## config.mk

```make
export PLATFORM = sky130hd
export DESIGN_NAME = disk_sector_address_translate_top
export DESIGN_NICKNAME = d
export VERILOG_FILES = /design/src/dsat_pkg.sv /design/src/dsat_ctrl.sv /design/src/dsat_dpath.sv /design/src/disk_sector_address_translate_top.sv
export SDC_FILE = /design/constraint.sdc
export NUM_CORES = 1
export LEC_CHECK = 0
export BUFFER_PORTS_ARGS = -buffer_cell sky130_fd_sc_hd__buf_2
export CAP_MARGIN = 20
export CORE_MARGIN = 4
export CORE_UTILIZATION = 40
export DETAILED_ROUTE_END_ITERATION = 16
export REMOVE_ABC_BUFFERS = 1
export SLEW_MARGIN = 20
export SYNTH_ARGS = -nofsm -noshare
export SYNTH_HDL_FRONTEND = slang
export SYNTH_SLANG_ARGS = --single-unit
```

## constraint.sdc

```tcl
create_clock -name aclk -period 8 [get_ports aclk]
set_input_delay 0.4 -clock aclk [delete_from_list [all_inputs] [get_ports aclk]]
set_output_delay 0.4 -clock aclk [all_outputs]
set_load 0.03 [all_outputs]
```

## src/dsat_pkg.sv

```systemverilog
// ----------------------------------------------------------------------------
// dsat_pkg
// Shared constants, codes, interleave tables and controller/datapath
// command and status types for the disk sector address translator.
// ----------------------------------------------------------------------------
package dsat_pkg;

    // Field widths
    localparam int SPT_W    = 5;
    localparam int TC_W     = 6;
    localparam int ILV_W    = 2;
    localparam int MODE_W   = 2;
    localparam int TRACK_W  = 8;
    localparam int SECTOR_W = 8;
    localparam int BLOCK_W  = 16;
    localparam int OFFSET_W = 18;
    localparam int STATUS_W = 2;
    localparam int CFG_IDX_W  = 2;
    localparam int CFG_DATA_W = 6;

    // Default sector size in bytes
    localparam int SECTOR_BYTES_DEF = 256;

    // Linear sector number: track * spt + physical, up to 255 * 31 + 15
    localparam int LIN_W = 13;
    // Image size in sectors: track_count * spt, up to 63 * 31
    localparam int CAP_W = 11;

    // Block divider: 16 dividend bits, four bits per cycle
    localparam int DIV_STEPS  = 4;
    localparam int DIV_CYCLES = BLOCK_W / DIV_STEPS;
    localparam int DIV_CNT_W  = $clog2(DIV_CYCLES);

    // Configuration register indexes
    localparam logic [CFG_IDX_W-1:0] CFG_SPT = 2'd0;
    localparam logic [CFG_IDX_W-1:0] CFG_TC  = 2'd1;
    localparam logic [CFG_IDX_W-1:0] CFG_ILV = 2'd2;

    // Configuration reset values
    localparam logic [SPT_W-1:0] SPT_RST = 5'd16;
    localparam logic [TC_W-1:0]  TC_RST  = 6'd35;
    localparam logic [ILV_W-1:0] ILV_RST = 2'd0;

    // Interleave orders
    localparam logic [ILV_W-1:0] ILV_DOS   = 2'd1;
    localparam logic [ILV_W-1:0] ILV_BLOCK = 2'd2;

    // Result status codes
    localparam logic [STATUS_W-1:0] ST_OK      = 2'd0;
    localparam logic [STATUS_W-1:0] ST_INVALID = 2'd1;
    localparam logic [STATUS_W-1:0] ST_END     = 2'd2;

    // Mode bits: bit 0 write, bit 1 block access
    localparam int MODE_WR_BIT  = 0;
    localparam int MODE_BLK_BIT = 1;

    // Controller to datapath commands
    typedef struct packed {
        logic load;      // capture input beat
        logic div_step;  // one divider cycle
        logic split;     // quotient/remainder into track/sector
        logic eval;      // range check and linear sector
        logic out_load;  // fill result register
        logic next_sec;  // advance to second sector of block
    } dsat_cmd_t;

    // Datapath to controller status
    typedef struct packed {
        logic div_done;
        logic out_last;
    } dsat_sts_t;

    // Logical to physical sector through the selected interleave table
    function automatic logic [3:0] phys_of(input logic [ILV_W-1:0] order,
                                           input logic [3:0] idx);
        logic [3:0] dos;
        logic [3:0] blk;
        case (idx)
            4'h0: dos = 4'h0;  4'h1: dos = 4'h7;  4'h2: dos = 4'hE;  4'h3: dos = 4'h6;
            4'h4: dos = 4'hD;  4'h5: dos = 4'h5;  4'h6: dos = 4'hC;  4'h7: dos = 4'h4;
            4'h8: dos = 4'hB;  4'h9: dos = 4'h3;  4'hA: dos = 4'hA;  4'hB: dos = 4'h2;
            4'hC: dos = 4'h9;  4'hD: dos = 4'h1;  4'hE: dos = 4'h8;  default: dos = 4'hF;
        endcase
        // block order interleaves the two halves of the track
        blk = {idx[0], idx[3:1]};
        case (order)
            ILV_DOS:   phys_of = dos;
            ILV_BLOCK: phys_of = blk;
            default:   phys_of = idx;
        endcase
    endfunction

endpackage

```

## src/dsat_ctrl.sv

```systemverilog
// ----------------------------------------------------------------------------
// dsat_ctrl
// Sequencer: accepts an access, runs the block divider for block accesses,
// then evaluates and delivers one or two result beats.
// ----------------------------------------------------------------------------
module dsat_ctrl (
    input  logic                 aclk,
    input  logic                 aresetn,
    input  logic                 s_valid,
    output logic                 s_ready,
    input  logic                 s_block,
    output logic                 m_valid,
    input  logic                 m_ready,
    output dsat_pkg::dsat_cmd_t  cmd,
    input  dsat_pkg::dsat_sts_t  sts
);

    localparam logic [2:0] S_IDLE  = 3'd0;
    localparam logic [2:0] S_DIV   = 3'd1;
    localparam logic [2:0] S_SPLIT = 3'd2;
    localparam logic [2:0] S_EVAL  = 3'd3;
    localparam logic [2:0] S_OUT   = 3'd4;
    localparam logic [2:0] S_SEND  = 3'd5;

    logic [2:0] state_reg;
    logic [2:0] state_next;

    assign s_ready = (state_reg == S_IDLE);
    assign m_valid = (state_reg == S_SEND);

    // Next state and commands
    always_comb begin
        state_next   = state_reg;
        cmd          = '0;
        case (state_reg)
            S_IDLE: begin
                if (s_valid) begin
                    cmd.load   = 1'b1;
                    state_next = s_block ? S_DIV : S_EVAL;
                end
            end
            S_DIV: begin
                cmd.div_step = 1'b1;
                if (sts.div_done) begin
                    state_next = S_SPLIT;
                end
            end
            S_SPLIT: begin
                cmd.split  = 1'b1;
                state_next = S_EVAL;
            end
            S_EVAL: begin
                cmd.eval   = 1'b1;
                state_next = S_OUT;
            end
            S_OUT: begin
                cmd.out_load = 1'b1;
                state_next   = S_SEND;
            end
            S_SEND: begin
                if (m_ready) begin
                    if (sts.out_last) begin
                        state_next = S_IDLE;
                    end else begin
                        cmd.next_sec = 1'b1;
                        state_next   = S_EVAL;
                    end
                end
            end
            default: state_next = S_IDLE;
        endcase
    end

    always_ff @(posedge aclk) begin
        if (!aresetn) begin
            state_reg <= S_IDLE;
        end else begin
            state_reg <= state_next;
        end
    end

    // Block accesses go through the divider, sector accesses skip it
    a_block_div: assert property (@(posedge aclk) disable iff (!aresetn)
        (state_reg == S_IDLE && s_valid) |=> (state_reg == S_DIV) == $past(s_block))
        else $error("divider entry does not follow access type");

    // A second result follows only a delivered non-final beat
    a_second: assert property (@(posedge aclk) disable iff (!aresetn)
        (state_reg == S_SEND && m_ready && !sts.out_last) |=> state_reg == S_EVAL)
        else $error("second block sector not started");

    // The divider runs at most its fixed number of cycles
    a_div_len: assert property (@(posedge aclk) disable iff (!aresetn)
        (state_reg == S_DIV && sts.div_done) |=> state_reg == S_SPLIT)
        else $error("divider overran");

endmodule

```

## src/dsat_dpath.sv

```systemverilog
// ----------------------------------------------------------------------------
// dsat_dpath
// Datapath: configuration registers, radix-16 block divider, range and
// image-end checks, offset scaling and the result register.
// ----------------------------------------------------------------------------
module dsat_dpath #(
    parameter int SECTOR_BYTES = dsat_pkg::SECTOR_BYTES_DEF
) (
    input  logic                             aclk,
    input  logic                             aresetn,
    // configuration
    input  logic                             cfg_we,
    input  logic [dsat_pkg::CFG_IDX_W-1:0]   cfg_index,
    input  logic [dsat_pkg::CFG_DATA_W-1:0]  cfg_data,
    // input payload
    input  logic [dsat_pkg::MODE_W-1:0]      s_mode,
    input  logic [dsat_pkg::TRACK_W-1:0]     s_track_num,
    input  logic [dsat_pkg::SECTOR_W-1:0]    s_sector_num,
    input  logic [dsat_pkg::BLOCK_W-1:0]     s_block_num,
    // result payload
    output logic [dsat_pkg::OFFSET_W-1:0]    m_byte_offset,
    output logic                             m_half_index,
    output logic [dsat_pkg::STATUS_W-1:0]    m_status,
    output logic                             m_last,
    output logic                             m_modified,
    // control
    input  dsat_pkg::dsat_cmd_t              cmd,
    output dsat_pkg::dsat_sts_t              sts
);

    localparam int OFF_W = dsat_pkg::LIN_W + $clog2(SECTOR_BYTES + 1);
    localparam logic [dsat_pkg::DIV_CNT_W-1:0] DIV_LAST =
        dsat_pkg::DIV_CNT_W'(dsat_pkg::DIV_CYCLES - 1);

    // Configuration
    logic [dsat_pkg::SPT_W-1:0] spt_reg;
    logic [dsat_pkg::TC_W-1:0]  tc_reg;
    logic [dsat_pkg::ILV_W-1:0] ilv_reg;

    always_ff @(posedge aclk) begin
        if (!aresetn) begin
            spt_reg <= dsat_pkg::SPT_RST;
            tc_reg  <= dsat_pkg::TC_RST;
            ilv_reg <= dsat_pkg::ILV_RST;
        end else if (cfg_we) begin
            case (cfg_index)
                dsat_pkg::CFG_SPT: spt_reg <= cfg_data[dsat_pkg::SPT_W-1:0];
                dsat_pkg::CFG_TC:  tc_reg  <= cfg_data[dsat_pkg::TC_W-1:0];
                dsat_pkg::CFG_ILV: ilv_reg <= cfg_data[dsat_pkg::ILV_W-1:0];
                default: ;
            endcase
        end
    end

    // Access registers
    logic [dsat_pkg::MODE_W-1:0]   mode_reg;
    logic [dsat_pkg::TRACK_W-1:0]  trk_reg;
    logic [dsat_pkg::SECTOR_W-1:0] sec_reg;
    logic                          half_reg;
    logic [dsat_pkg::BLOCK_W-1:0]  quo_reg;
    logic [dsat_pkg::SPT_W-1:0]    rem_reg;
    logic [dsat_pkg::DIV_CNT_W-1:0] div_cnt_reg;
    logic [dsat_pkg::LIN_W-1:0]    lin_reg;
    logic                          range_bad_reg;
    logic                          room_bad_reg;
    logic                          dirty_reg;
    logic                          dirty_next;

    // Divider: four restoring steps per cycle, remainder stays below spt when spt is nonzero
    logic [dsat_pkg::BLOCK_W-1:0] quo_next;
    logic [dsat_pkg::SPT_W-1:0]   rem_next;
    always_comb begin
        logic [dsat_pkg::SPT_W:0] part_v;
        logic                     ge_v;
        quo_next = quo_reg;
        rem_next = rem_reg;
        for (int i = 0; i < dsat_pkg::DIV_STEPS; i++) begin
            part_v   = {rem_next, quo_next[dsat_pkg::BLOCK_W-1]};
            ge_v     = (part_v >= {1'b0, spt_reg});
            quo_next = {quo_next[dsat_pkg::BLOCK_W-2:0], ge_v};
            if (ge_v) begin
                part_v = part_v - {1'b0, spt_reg};
            end
            rem_next = part_v[dsat_pkg::SPT_W-1:0];
        end
    end

    // Second sector of a block: next sector, or sector 0 of the next track
    logic [dsat_pkg::SECTOR_W:0] sec_inc;
    logic                        sec_wrap;
    assign sec_inc  = {1'b0, sec_reg} + 9'd1;
    assign sec_wrap = !(sec_inc < {4'b0, spt_reg});

    // Range check and linear sector number
    logic [3:0]                 phys;
    logic [dsat_pkg::LIN_W-1:0] lin;
    logic [dsat_pkg::CAP_W-1:0] cap;
    logic                       range_bad;
    assign phys      = dsat_pkg::phys_of(ilv_reg, sec_reg[3:0]);
    assign range_bad = (trk_reg >= {2'b0, tc_reg}) || (sec_reg >= {3'b0, spt_reg});
    assign lin       = dsat_pkg::LIN_W'({5'b0, trk_reg} * {8'b0, spt_reg})
                       + {9'b0, phys};
    assign cap       = dsat_pkg::CAP_W'({5'b0, tc_reg} * {6'b0, spt_reg});

    // Offset scaling and final status
    logic [OFF_W-1:0]              off_full;
    logic [dsat_pkg::STATUS_W-1:0] status_new;
    logic                          ok_new;
    logic                          last_new;
    assign off_full = OFF_W'(lin_reg) * OFF_W'(SECTOR_BYTES);
    always_comb begin
        if (range_bad_reg) begin
            status_new = dsat_pkg::ST_INVALID;
        end else if (room_bad_reg || (|off_full[OFF_W-1:dsat_pkg::OFFSET_W])) begin
            status_new = dsat_pkg::ST_END;
        end else begin
            status_new = dsat_pkg::ST_OK;
        end
    end
    assign ok_new     = (status_new == dsat_pkg::ST_OK);
    assign last_new   = !mode_reg[dsat_pkg::MODE_BLK_BIT] || half_reg || !ok_new;
    assign dirty_next = dirty_reg | (ok_new & mode_reg[dsat_pkg::MODE_WR_BIT]);

    // Control registers
    always_ff @(posedge aclk) begin
        if (!aresetn) begin
            dirty_reg   <= 1'b0;
            half_reg    <= 1'b0;
            div_cnt_reg <= '0;
        end else begin
            if (cmd.load) begin
                half_reg    <= 1'b0;
                div_cnt_reg <= '0;
            end
            if (cmd.div_step) begin
                div_cnt_reg <= div_cnt_reg + 1'b1;
            end
            if (cmd.next_sec) begin
                half_reg <= 1'b1;
            end
            if (cmd.out_load) begin
                dirty_reg <= dirty_next;
            end
        end
    end

    // Payload registers
    always_ff @(posedge aclk) begin
        if (cmd.load) begin
            mode_reg <= s_mode;
            trk_reg  <= s_track_num;
            sec_reg  <= s_sector_num;
            quo_reg  <= {s_block_num[dsat_pkg::BLOCK_W-2:0], 1'b0};
            rem_reg  <= '0;
        end
        if (cmd.div_step) begin
            quo_reg <= quo_next;
            rem_reg <= rem_next;
        end
        if (cmd.split) begin
            if (spt_reg == '0) begin
                trk_reg <= '0;
                sec_reg <= '0;
            end else begin
                trk_reg <= quo_reg[dsat_pkg::TRACK_W-1:0];
                sec_reg <= {3'b0, rem_reg};
            end
        end
        if (cmd.next_sec) begin
            if (sec_wrap) begin
                trk_reg <= trk_reg + 1'b1;
                sec_reg <= '0;
            end else begin
                sec_reg <= sec_inc[dsat_pkg::SECTOR_W-1:0];
            end
        end
        if (cmd.eval) begin
            lin_reg       <= lin;
            range_bad_reg <= range_bad;
            room_bad_reg  <= !(lin < {2'b0, cap});
        end
        if (cmd.out_load) begin
            m_byte_offset <= ok_new ? off_full[dsat_pkg::OFFSET_W-1:0] : '0;
            m_half_index  <= half_reg;
            m_status      <= status_new;
            m_last        <= last_new;
            m_modified    <= dirty_next;
        end
    end

    assign sts.div_done = (div_cnt_reg == DIV_LAST);
    assign sts.out_last = m_last;

    // Dirty flag is sticky
    a_dirty_sticky: assert property (@(posedge aclk) disable iff (!aresetn)
        dirty_reg |=> dirty_reg)
        else $error("modified flag cleared");

    // A failed result carries a zero offset
    a_fail_zero: assert property (@(posedge aclk) disable iff (!aresetn)
        $past(cmd.out_load) && m_status != dsat_pkg::ST_OK |-> m_byte_offset == '0)
        else $error("offset not zero on failure");

    // Second sector only exists for block accesses and is always final
    a_half_block: assert property (@(posedge aclk) disable iff (!aresetn)
        cmd.out_load && half_reg |-> mode_reg[dsat_pkg::MODE_BLK_BIT] && last_new)
        else $error("second sector outside block access");

endmodule

```

## src/disk_sector_address_translate_top.sv

```systemverilog
// ----------------------------------------------------------------------------
// disk_sector_address_translate_top
// Sequence: a sector access passes the evaluate, output-load and send
// states; a block access first runs the 4-bit-per-cycle divider by
// sectors per track and a split state, and gives its second beat through
// evaluate, output-load and send again after the first is taken.
// Throughput: one access at a time, a new one taken once the last beat is.
// Reset: synchronous active low; configuration to 16 sectors, 35 tracks,
// identity interleave, modified flag cleared.
// ----------------------------------------------------------------------------
module disk_sector_address_translate_top #(
    parameter int SECTOR_BYTES = dsat_pkg::SECTOR_BYTES_DEF
) (
    input  logic                             aclk,
    input  logic                             aresetn,
    // configuration write port
    input  logic                             cfg_we,
    input  logic [dsat_pkg::CFG_IDX_W-1:0]   cfg_index,
    input  logic [dsat_pkg::CFG_DATA_W-1:0]  cfg_data,
    // access channel
    input  logic                             s_valid,
    output logic                             s_ready,
    input  logic [dsat_pkg::MODE_W-1:0]      s_mode,
    input  logic [dsat_pkg::TRACK_W-1:0]     s_track_num,
    input  logic [dsat_pkg::SECTOR_W-1:0]    s_sector_num,
    input  logic [dsat_pkg::BLOCK_W-1:0]     s_block_num,
    // result channel
    output logic                             m_valid,
    input  logic                             m_ready,
    output logic [dsat_pkg::OFFSET_W-1:0]    m_byte_offset,
    output logic                             m_half_index,
    output logic [dsat_pkg::STATUS_W-1:0]    m_status,
    output logic                             m_last,
    output logic                             m_modified
);

    dsat_pkg::dsat_cmd_t cmd;
    dsat_pkg::dsat_sts_t sts;

    dsat_ctrl u_ctrl (
        .aclk    (aclk),
        .aresetn (aresetn),
        .s_valid (s_valid),
        .s_ready (s_ready),
        .s_block (s_mode[dsat_pkg::MODE_BLK_BIT]),
        .m_valid (m_valid),
        .m_ready (m_ready),
        .cmd     (cmd),
        .sts     (sts)
    );

    dsat_dpath #(
        .SECTOR_BYTES (SECTOR_BYTES)
    ) u_dpath (
        .aclk          (aclk),
        .aresetn       (aresetn),
        .cfg_we        (cfg_we),
        .cfg_index     (cfg_index),
        .cfg_data      (cfg_data),
        .s_mode        (s_mode),
        .s_track_num   (s_track_num),
        .s_sector_num  (s_sector_num),
        .s_block_num   (s_block_num),
        .m_byte_offset (m_byte_offset),
        .m_half_index  (m_half_index),
        .m_status      (m_status),
        .m_last        (m_last),
        .m_modified    (m_modified),
        .cmd           (cmd),
        .sts           (sts)
    );

endmodule
```

Yosys cells after proc, flatten, opt, wreduce, memory -nomap -nowiden --
Memory sizes are Yosys's and may differ from the RTL's. A register that Yosys moved wholly into a read port is not among the register bits. Index checks and enable logic that the tools add are counted.
Word-level totals: flip-flop bits (word level) 97, ROM bits 64, bits of input ports 47, output and inout bits 25, logic and storage cells 115, memories kept 1
Cells by class: add/sub/neg operators 8, multiply operators 2, order comparisons 8, equality and inequality tests 13, muxes and demuxes 41, bitwise logic cells 2, reduce and logical (&&, ||, !) cells 19
Memories:
- (no name shown) | words 16, width 4, read ports 1, clocked after memory_dff 1, write ports 0, RTL line dsat_pkg.sv:78 | case (idx)
Operators with widths (count):
- 8-bit two-way mux | 9
- 5-bit two-way mux | 7
- 16-bit two-way mux | 2
- 6-bit by 5-bit greater-or-equal comparator with 1-bit output | 4
- 5-bit subtractor | 4
- 3-bit case mux with 6 select lines | 1
- 13-bit by 4-bit adder with 13-bit output | 1
- 13-bit by 11-bit < comparator with 1-bit output | 1
- 8-bit by 5-bit multiplier with 13-bit output | 1
- 2-bit two-way mux | 6
- 6-bit by 5-bit multiplier with 11-bit output | 1
- 1-bit two-way mux | 11
- 8-bit by 1-bit adder with 9-bit output, second input constant | 1
- 9-bit by 5-bit < comparator with 1-bit output | 1
- 3-bit two-way mux | 3
- 8-bit by 1-bit adder with 8-bit output, second input constant | 1
- 8-bit by 5-bit greater-or-equal comparator with 1-bit output | 1
- 8-bit by 6-bit greater-or-equal comparator with 1-bit output | 1
- 4-bit case mux with 2 select lines | 1
- 2-bit equality test, second input constant | 3
- 3-bit by 2-bit equality test with 1-bit output, second input constant | 2
- 3-bit equality test, second input constant | 2
- 2-bit AND reduction | 3
- 5-bit logical NOT | 1
- 16 further kinds | 25

Depth between registers and ports, before layout --
Gate-level depths: netlist (run 1).
depth in word-level cells 9, gate-level depth with buffers 30, mapped depth without buffers 29

Modules after synthesis --
A second synthesis (run 1) with hierarchy kept.
Unflattened totals: cells, all modules 819, area total of the unflattened synthesis 8001.4 um^2
By module, submodules not included:
- dsat_dpath | times used 1, cells each 785, area each 7751.2 um^2, seq. area each 2412.3 um^2
- dsat_ctrl | times used 1, cells each 34, area each 250.2 um^2, seq. area each 60.1 um^2

Worst setup path before layout (run 1) --
Ideal clock, no wire load.
path kind flip-flop to flip-flop, start point register u_dpath.spt_reg[1] (netlist bit), end point register u_dpath.rem_reg[1] (netlist bit), data pin, library setup time 0.268 ns, arrival 6.235 ns, required time 7.732 ns, setup slack 1.497 ns, cell stages (with the launch flop) 28, path buffers 2, clock period less this slack 6.503 ns, cell sequence dfxtp_1 clkbuf_1 inv_1 fa_1 a211oi_1 or2_1 buf_2 a21oi_1 a21oi_1 inv_1 ha_1 a41o_1 o22a_1 nor2_1 mux2_2 ha_1 a41o_1 o22ai_1 nand3_2 mux2i_1 fa_1 a21o_1 a21oi_1 nand2_1 a21oi_1 nand3_4 mux2i_1 nor2_1
On the way: word-level cells in the longest chain between the ends 9, elaborated cells on any way between the ends 13, classes of those cells add/sub: 4; order compare: 4; mux: 5
Ends and longest elaborated chain:
- start: declaration | RTL line dsat_dpath.sv:36 | logic [dsat_pkg::SPT_W-1:0] spt_reg;
- start signal: assignment | RTL line dsat_dpath.sv:42 | spt_reg <= dsat_pkg::SPT_RST;
- start signal: assignment | RTL line dsat_dpath.sv:47 | dsat_pkg::CFG_SPT: spt_reg <= cfg_data[dsat_pkg::SPT_W-1:0];
- 5-bit subtractor or 6-bit by 5-bit greater-or-equal comparator with 1-bit output (tied branches) | RTL line dsat_dpath.sv:82, dsat_dpath.sv:79
- 5-bit two-way mux | RTL line dsat_dpath.sv:81 | if (ge_v) begin
- 5-bit subtractor or 6-bit by 5-bit greater-or-equal comparator with 1-bit output (tied branches) | RTL line dsat_dpath.sv:82, dsat_dpath.sv:79
- 5-bit two-way mux | RTL line dsat_dpath.sv:81
- 5-bit subtractor or 6-bit by 5-bit greater-or-equal comparator with 1-bit output (tied branches) | RTL line dsat_dpath.sv:82, dsat_dpath.sv:79
- 5-bit two-way mux | RTL line dsat_dpath.sv:81
- 6-bit by 5-bit greater-or-equal comparator with 1-bit output or 5-bit subtractor (tied branches) | RTL line dsat_dpath.sv:79, dsat_dpath.sv:82
- 5-bit two-way mux * | RTL line dsat_dpath.sv:81
- 5-bit two-way mux * | RTL line dsat_dpath.sv:156 | if (cmd.div_step) begin
- end signal: assignment | RTL line dsat_dpath.sv:158 | rem_reg <= rem_next;
- end: declaration | RTL line dsat_dpath.sv:61 | logic [dsat_pkg::SPT_W-1:0] rem_reg;
Mark *: on every way between the ends. The rest lies on a longest branch, timed or not. A chain may end at the register's enable or synchronous reset.

Worst setup path in the final report (run 1) --
start point register u_dpath.quo_reg[15] (netlist bit), end point register u_dpath.rem_reg[1] (netlist bit), data pin
On the way: word-level cells in the longest chain between the ends 9, elaborated cells on any way between the ends 13, classes of those cells add/sub: 4; order compare: 4; mux: 5
Ends and longest elaborated chain:
- start: declaration | RTL line dsat_dpath.sv:60 | logic [dsat_pkg::BLOCK_W-1:0] quo_reg;
- start signal: assignment | RTL line dsat_dpath.sv:153 | quo_reg <= {s_block_num[dsat_pkg::BLOCK_W-2:0], 1'b0};
- start signal: assignment | RTL line dsat_dpath.sv:157 | quo_reg <= quo_next;
- 5-bit subtractor or 6-bit by 5-bit greater-or-equal comparator with 1-bit output (tied branches) | RTL line dsat_dpath.sv:82, dsat_dpath.sv:79
- 5-bit two-way mux * | RTL line dsat_dpath.sv:81
- 5-bit subtractor or 6-bit by 5-bit greater-or-equal comparator with 1-bit output (tied branches) | RTL line dsat_dpath.sv:82, dsat_dpath.sv:79
- 5-bit two-way mux * | RTL line dsat_dpath.sv:81
- 5-bit subtractor or 6-bit by 5-bit greater-or-equal comparator with 1-bit output (tied branches) | RTL line dsat_dpath.sv:82, dsat_dpath.sv:79
- 5-bit two-way mux * | RTL line dsat_dpath.sv:81
- 6-bit by 5-bit greater-or-equal comparator with 1-bit output or 5-bit subtractor (tied branches) | RTL line dsat_dpath.sv:79, dsat_dpath.sv:82
- 5-bit two-way mux * | RTL line dsat_dpath.sv:81
- 5-bit two-way mux * | RTL line dsat_dpath.sv:156
Marks and branches as above.

==> results.toml, run 1 <==
[worst_setup_path]
worstSetupPathType = "flip-flop to flip-flop"
worstSetupEndpointType = "flip-flop"
r2r-start = "u_dpath.quo_reg[15]"
cp_max_fo = 7
r2r_end = "u_dpath.rem_reg[1]"
worst_setup_path_startpoint = "u_dpath.quo_reg[15]"
worstRegToRegCells = 29
crit_required_ns = 8.07
crit_top_cell = "a21oi_1"
slowest_delay_ns = 0.46
critPathLaunchType = "flip-flop"
cpMaxStageDelayCell = "fa_1"
crit_path_end = "u_dpath.rem_reg[1]"
r2r_slack_ns = 0.83
critPathArrivalTime_ns = 7.24

[routing]
drc = 0
dr.pass1.iters = 5
viasPerCell = 5.083
wl_um = 17710
drtAntennaViolNets = 0
drt_first_iter_violations = 234
wl_per_cell_um = 15.33
num_vias = 5871

[die]
start_util_pct = 40.69
rows = 51
die_x_um = 148.7
coreArea_sq_um = 19460
io_pins = 72
dieArea_sq_um = 22120
die_y_um = 148.7

[clock_tree]
cts_root_buffer = "clkbuf_16"
worstSkewPairLatency_ns = 0.36
cts_hold_buf = 0
clock-sinks = 93
cts_made_buffers = 9
cts-resized-gates = 0
cts.clk_slew.worst_paths_ns = 0.08
clk_path_buf_depth = 2
cts_max_level = 3
cts_setup_buffers = 0
cts_tree = "built"

[sta]
skew_ns = 0.01301
rsz0062_at_grt = "no"
totalNegativeSetupSlack_ns = 0
worst-slew-pin-transition_ns = 1.063
slew_viol_final = 0
finalHoldViolations = 0
setup_viol = 0
relSlewSlack_pct = 28.94
finalCriticalPeriod_ns = 7.166
post-route-period-util_pct = 89.58
fmax_ghz = 0.1395

[synthesis]
syn-cell-area_sq_um = 7920
synth_ff_type = "edfxtp_1"
synth_seq_cells = 93
yosysWarnings = 0
syn_inst = 830
synth_area_per_cell_sq_um = 9.542
synth_edf_count = 61
synth_cell_types = 77
synth-async-reset-ratio_pct = 0
ys_seq_area_share_pct = 31.22

[global_route]
grt_pass1_wl_um = 29610
grt_max_degree = 30
antenna_found_initial = 0
grt_pass1_vias = 5872
grt_remaining_overflow = 0
grt_util_all_layers_pct = 16.78

[power_and_ir_drop]
total_power_mw = 3.836
power_frac_seq_pct = 23.2
power.switching_mw = 1.779
p_int_mw = 2.057
p_clk_share_pct = 11.4
ir_drop_uv = 963.7
powerDensity_nw_per_um2 = 435.4
netSwitchingFraction_pct = 46.39
combPwrFrac_pct = 65.4
leakagePower_nw = 3.974

[cells_and_area]
largest_reg_flops = 16
layout_commonest_cell = "ha_1"
layout.nets = 1065
diodes = 0
n_fill_cell = 1885
final_util_pct = 45.27
most-common-layout-cells = "95 x ha_1, 79 x nand2_1, 79 x inv_1, 64 x a21oi_1, 62 x buf_2"
drive_gt1_share_pct = 14.16
fin_area_sq_um = 8810
area_growth_pct = 11.23

[worst_hold_path]
hold_class = "primary input to flip-flop"
min_path_cells = 1

[placed_design]
numPortBuffers = 62
place_hpwl_um = 14090
dpl-instance-area_sq_um = 8502
place_congestion = 0.8546

[job]
cap_violations = 0

[status]
status = "finished, final reports clean"
==> power by group through the flow <==
stage | logic (mW) | clock network [mW] | registers (mW)
final | 2.51 | 0.437 | 0.891
after global routing | 2.84 | 0.468 | 0.912
after CTS | 2.52 | 0.447 | 0.891
after detailed placement | 2.50 | 0 | 0.902
after global placement | 2.47 | 0 | 0.901
after floorplan | 2.03 | 0 | 0.843
==> Yosys cell counts, drive strengths merged (13+ instances only) <==
cell type	n	area share (%)
a21oi	66	4.3
nand2b	13	1.0
edfxtp	61	23
and2	34	2.7
fa	38	9.6
nor2b	17	1.3
inv	81	3.8
nand2	79	3.7
dfxtp	32	8.1
clkbuf	22	1.0
nor2	55	2.6
o21ai	25	1.6
buf	15	1.2
xnor2	23	2.5
ha	95	15
mux2	18	2.6
mux2i	14	1.8
==> cell families after synthesis <==
family	share of synthesized area (%)
other	0.04735
adder cells (fa/ha/maj)	24.61
multiplexers	4.328
flip-flops	31.22
AND/OR/NAND/NOR	16.87
AO/OA/AOI/OAI	13.37
buffers and inverters	6.129
XOR/XNOR	3.428
==> how the worst min path moves through the flow <==
| stage | endpoint | slack [ns] | start |
|---|---|---|---|
| 2_1_floorplan | u_dpath.m_half_index | 0.42 | u_dpath.half_reg |
| 3_3_place_gp | u_dpath.m_half_index | 0.44 | u_dpath.half_reg |
| 3_5_place_dp | u_dpath.m_half_index | 0.44 | u_dpath.half_reg |
| 4_1_cts | u_dpath.mode_reg[0] | 0.20 | s_mode[0] |
| 5_1_grt | u_dpath.mode_reg[0] | 0.21 | s_mode[0] |
| 6_report | u_dpath.mode_reg[0] | 0.22 | s_mode[0] |
==> routing by layer <==
layer / routed length, um / track usage [%] / vias up / part of all wire [%]
li1: - / - / 2994 / -
met1: 8337 / 22.92 / 2749 / 47
met2: 8438 / 27.85 / 110 / 48
met3: 673 / 2.803 / 18 / 3.8
met4: 259 / 4.249 / 0 / 1.5
met5: 0 / 0 / - / 0
==> through the flow <==
stage / worst slack [ns] / cells / hold WS [ns]
CTS: 0.7784 / 1155 / 0.2042
global placement: 0.9468 / 1139 / 0.4418
finish: 0.8335 / 1155 / 0.2154
floorplan: 1.587 / 800 / 0.4216
global route: 0.1649 / 1155 / 0.2110
detailed placement: 0.8240 / 1139 / 0.4441
==> layout make-up <==
| class | instances | area (sq um) | share of cell area (%) |
|---|---|---|---|
| Clock inverter | 7 | 77.57 | 0.8806 |
| Inverter | 82 | 309.0 | 3.508 |
| Multi-Input combinational cell | 625 | 4994 | 56.68 |
| Timing Repair Buffer | 74 | 400.4 | 4.545 |
| Tap cell | 265 | 331.6 | 3.764 |
| Clock buffer | 9 | 225.2 | 2.556 |
| Sequential cell | 93 | 2472 | 28.06 |
==> worst max-delay path, delay by kind of cell, from the launching register on <==
family / cells / cell delay, ns
muxes: 3 / 0.71
AOI/OAI and AO/OA: 10 / 2.39
adders and majority gates: 5 / 1.62
and+or+nand+nor: 8 / 1.50
buffers and inverters: 3 / 0.22
DFF: 1 / 0.43
Power figures use the tool's default switching activity.
==> run 2: changes to the inputs <==
--- a/config.mk
+++ b/config.mk
@@ -8,8 +8,9 @@
 export BUFFER_PORTS_ARGS = -buffer_cell sky130_fd_sc_hd__buf_2
 export CAP_MARGIN = 20
 export CORE_MARGIN = 4
-export CORE_UTILIZATION = 40
+export CORE_UTILIZATION = 55
 export DETAILED_ROUTE_END_ITERATION = 16
+export PLACE_DENSITY = 0.75
 export REMOVE_ABC_BUFFERS = 1
 export SLEW_MARGIN = 20
 export SYNTH_ARGS = -nofsm -noshare
==> run 2 against run 1 <==
Clock skew decreased by 0.0049 ns. Utilization increased by 17 points. Maximum frequency increased by 0.72%. Wire length decreased by 1.8%. Final cell count decreased by 7.4%. Non-clock buffer count decreased by 1. Total power about the same. Design area decreased by 1.2%. Setup slack improved by 0.051 ns. Critical path type unchanged.
==> results.toml, run 2 (synthesized netlist as in run 1, its figures left out) <==
[worst_hold_path]
hold_class = "primary input to flip-flop"
whs_endpoint = "u_dpath.mode_reg[0]"
min_path_cells = 1
hp-start = "s_mode[0]"

[worst_setup_path]
cpMaxStageDelayCell = "fa_1"
worstSetupEndpointType = "flip-flop"
r2r_slack_ns = 0.88
r2r-start = "u_dpath.quo_reg[15]"
critPathArrivalTime_ns = 7.20
critPathLaunchType = "flip-flop"
r2r_end = "u_dpath.rem_reg[1]"
critPathTopFamily = "compound AO/OA/AOI/OAI gates"
worstRegToRegCells = 29
worstSetupPathType = "flip-flop to flip-flop"
crit_required_ns = 8.08
crit_top_cell = "a21oi_1"
slowest_delay_ns = 0.45
path_buf_inv = 3
cp_max_fo = 7

[power_and_ir_drop]
ir_drop_uv = 888.3
power.switching_mw = 1.740
netSwitchingFraction_pct = 45.39
combPwrFrac_pct = 65.5
p_int_mw = 2.094
powerDensity_nw_per_um2 = 440.2
p_clk_share_pct = 11.4
power_frac_seq_pct = 23.2
leakagePower_nw = 3.978

[cells_and_area]
layout_commonest_cell = "ha_1"
largest_reg_flops = 16
n_fill_cell = 1183
most-common-layout-cells = "95 x ha_1, 79 x inv_1, 78 x nand2_1, 64 x a21oi_1, 62 x buf_2"
area_growth_pct = 9.953
drive_gt1_share_pct = 14.29
layout.nets = 1064
diodes = 0

[global_route]
grt_pass1_vias = 5906
grt_util_all_layers_pct = 21.90
grt_remaining_overflow = 0
grt_max_degree = 30
antenna_found_initial = 0
grt_pass1_wl_um = 28710

[clock_tree]
cts_tree = "built"
worstSkewPairLatency_ns = 0.35
cts_made_buffers = 9
cts_hold_buf = 0
cts_root_buffer = "clkbuf_16"
clock-sinks = 93
cts-resized-gates = 0
clk_path_buf_depth = 2
cts.clk_slew.worst_paths_ns = 0.07
cts_setup_buffers = 0
cts_max_level = 3

[routing]
num_vias = 6070
drtAntennaViolNets = 0
drc = 0
wl_per_cell_um = 16.27
viasPerCell = 5.678
drt_first_iter_violations = 305
wl_um = 17390
dr.pass1.iters = 5

[die]
start_util_pct = 56.62
die_y_um = 128
io_pins = 72
dieArea_sq_um = 16380
die_x_um = 128
rows = 43
coreArea_sq_um = 13990

[sta]
relSlewSlack_pct = 37.82
rsz0062_at_grt = "no"
worst-slew-pin-transition_ns = 0.9304
finalCriticalPeriod_ns = 7.115
finalHoldViolations = 0
skew_ns = 0.008135
setup_viol = 0
post-route-period-util_pct = 88.94
slew_viol_final = 0
final.setup.worst_slack_ns = 0.8848
fmax_ghz = 0.1405
totalNegativeSetupSlack_ns = 0

[placed_design]
place_congestion = 0.8757
pre_cts_ws_ns = 1.011
place_hpwl_um = 13600
numPortBuffers = 62

[status]
status = "finished, final reports clean"

[job]
cap_violations = 0
==> run 2: area by class of cell <==
class / count / area (sq um) / area share [%]
clock buffers: 13 / 292.8 / 3.362
clock inverters: 3 / 15.01 / 0.1724
inverters: 82 / 309.0 / 3.549
multi-input cells: 625 / 5001 / 57.43
flip-flops and latches: 93 / 2472 / 28.39
well taps: 180 / 225.2 / 2.586
repair buffers: 73 / 392.9 / 4.511
==> run 2: metrics by stage <==
step | cells | utilization [%] | instance area [sq um] | hold slack, ns | power [mW]
floorplan | 800 | - | 7770 | 0.4216 | 2.870
global placement | 1053 | 59.96 | 8388 | 0.4417 | 3.314
detailed placement | 1053 | 59.96 | 8388 | 0.4394 | 3.378
CTS | 1069 | 62.16 | 8696 | 0.2440 | 3.831
global route | 1069 | 62.25 | 8708 | 0.2422 | 4.194
finish | 1069 | 62.25 | 8708 | 0.2492 | 3.834
==> run 2: worst max path at each step <==
stage,start,endpoint,slack (ns),depth (start not counted)
after CTS,u_dpath.quo_reg[15],u_dpath.rem_reg[1],0.94,29
after global placement,u_dpath.quo_reg[15],u_dpath.rem_reg[1],1.13,29
after floorplan,u_dpath.spt_reg[1],u_dpath.rem_reg[1],1.59,25
after detailed placement,u_dpath.quo_reg[15],u_dpath.rem_reg[1],1.01,29
after global routing,u_dpath.quo_reg[15],u_dpath.rem_reg[4],0.39,29
final,u_dpath.quo_reg[15],u_dpath.rem_reg[1],0.88,29
==> run 2: power groups by stage <==
stage          combinational (mW)  clock (mW)  sequential, mW
2_1_floorplan                2.03           0           0.843
3_3_place_gp                 2.43           0           0.888
3_5_place_dp                 2.49           0           0.891
4_1_cts                      2.51       0.442           0.883
5_1_grt                      2.83       0.458           0.908
6_report                     2.51       0.435           0.888
==> run 2: layer usage <==
layer	wire, um	vias up	GRT usage [%]	share of wire, %
met5	0	-	0	0
met4	387	0	8.302	2.2
met3	830	29	3.125	4.8
met2	8273	150	36.38	48
met1	7901	2901	29.09	45
li1	-	2990	-	-
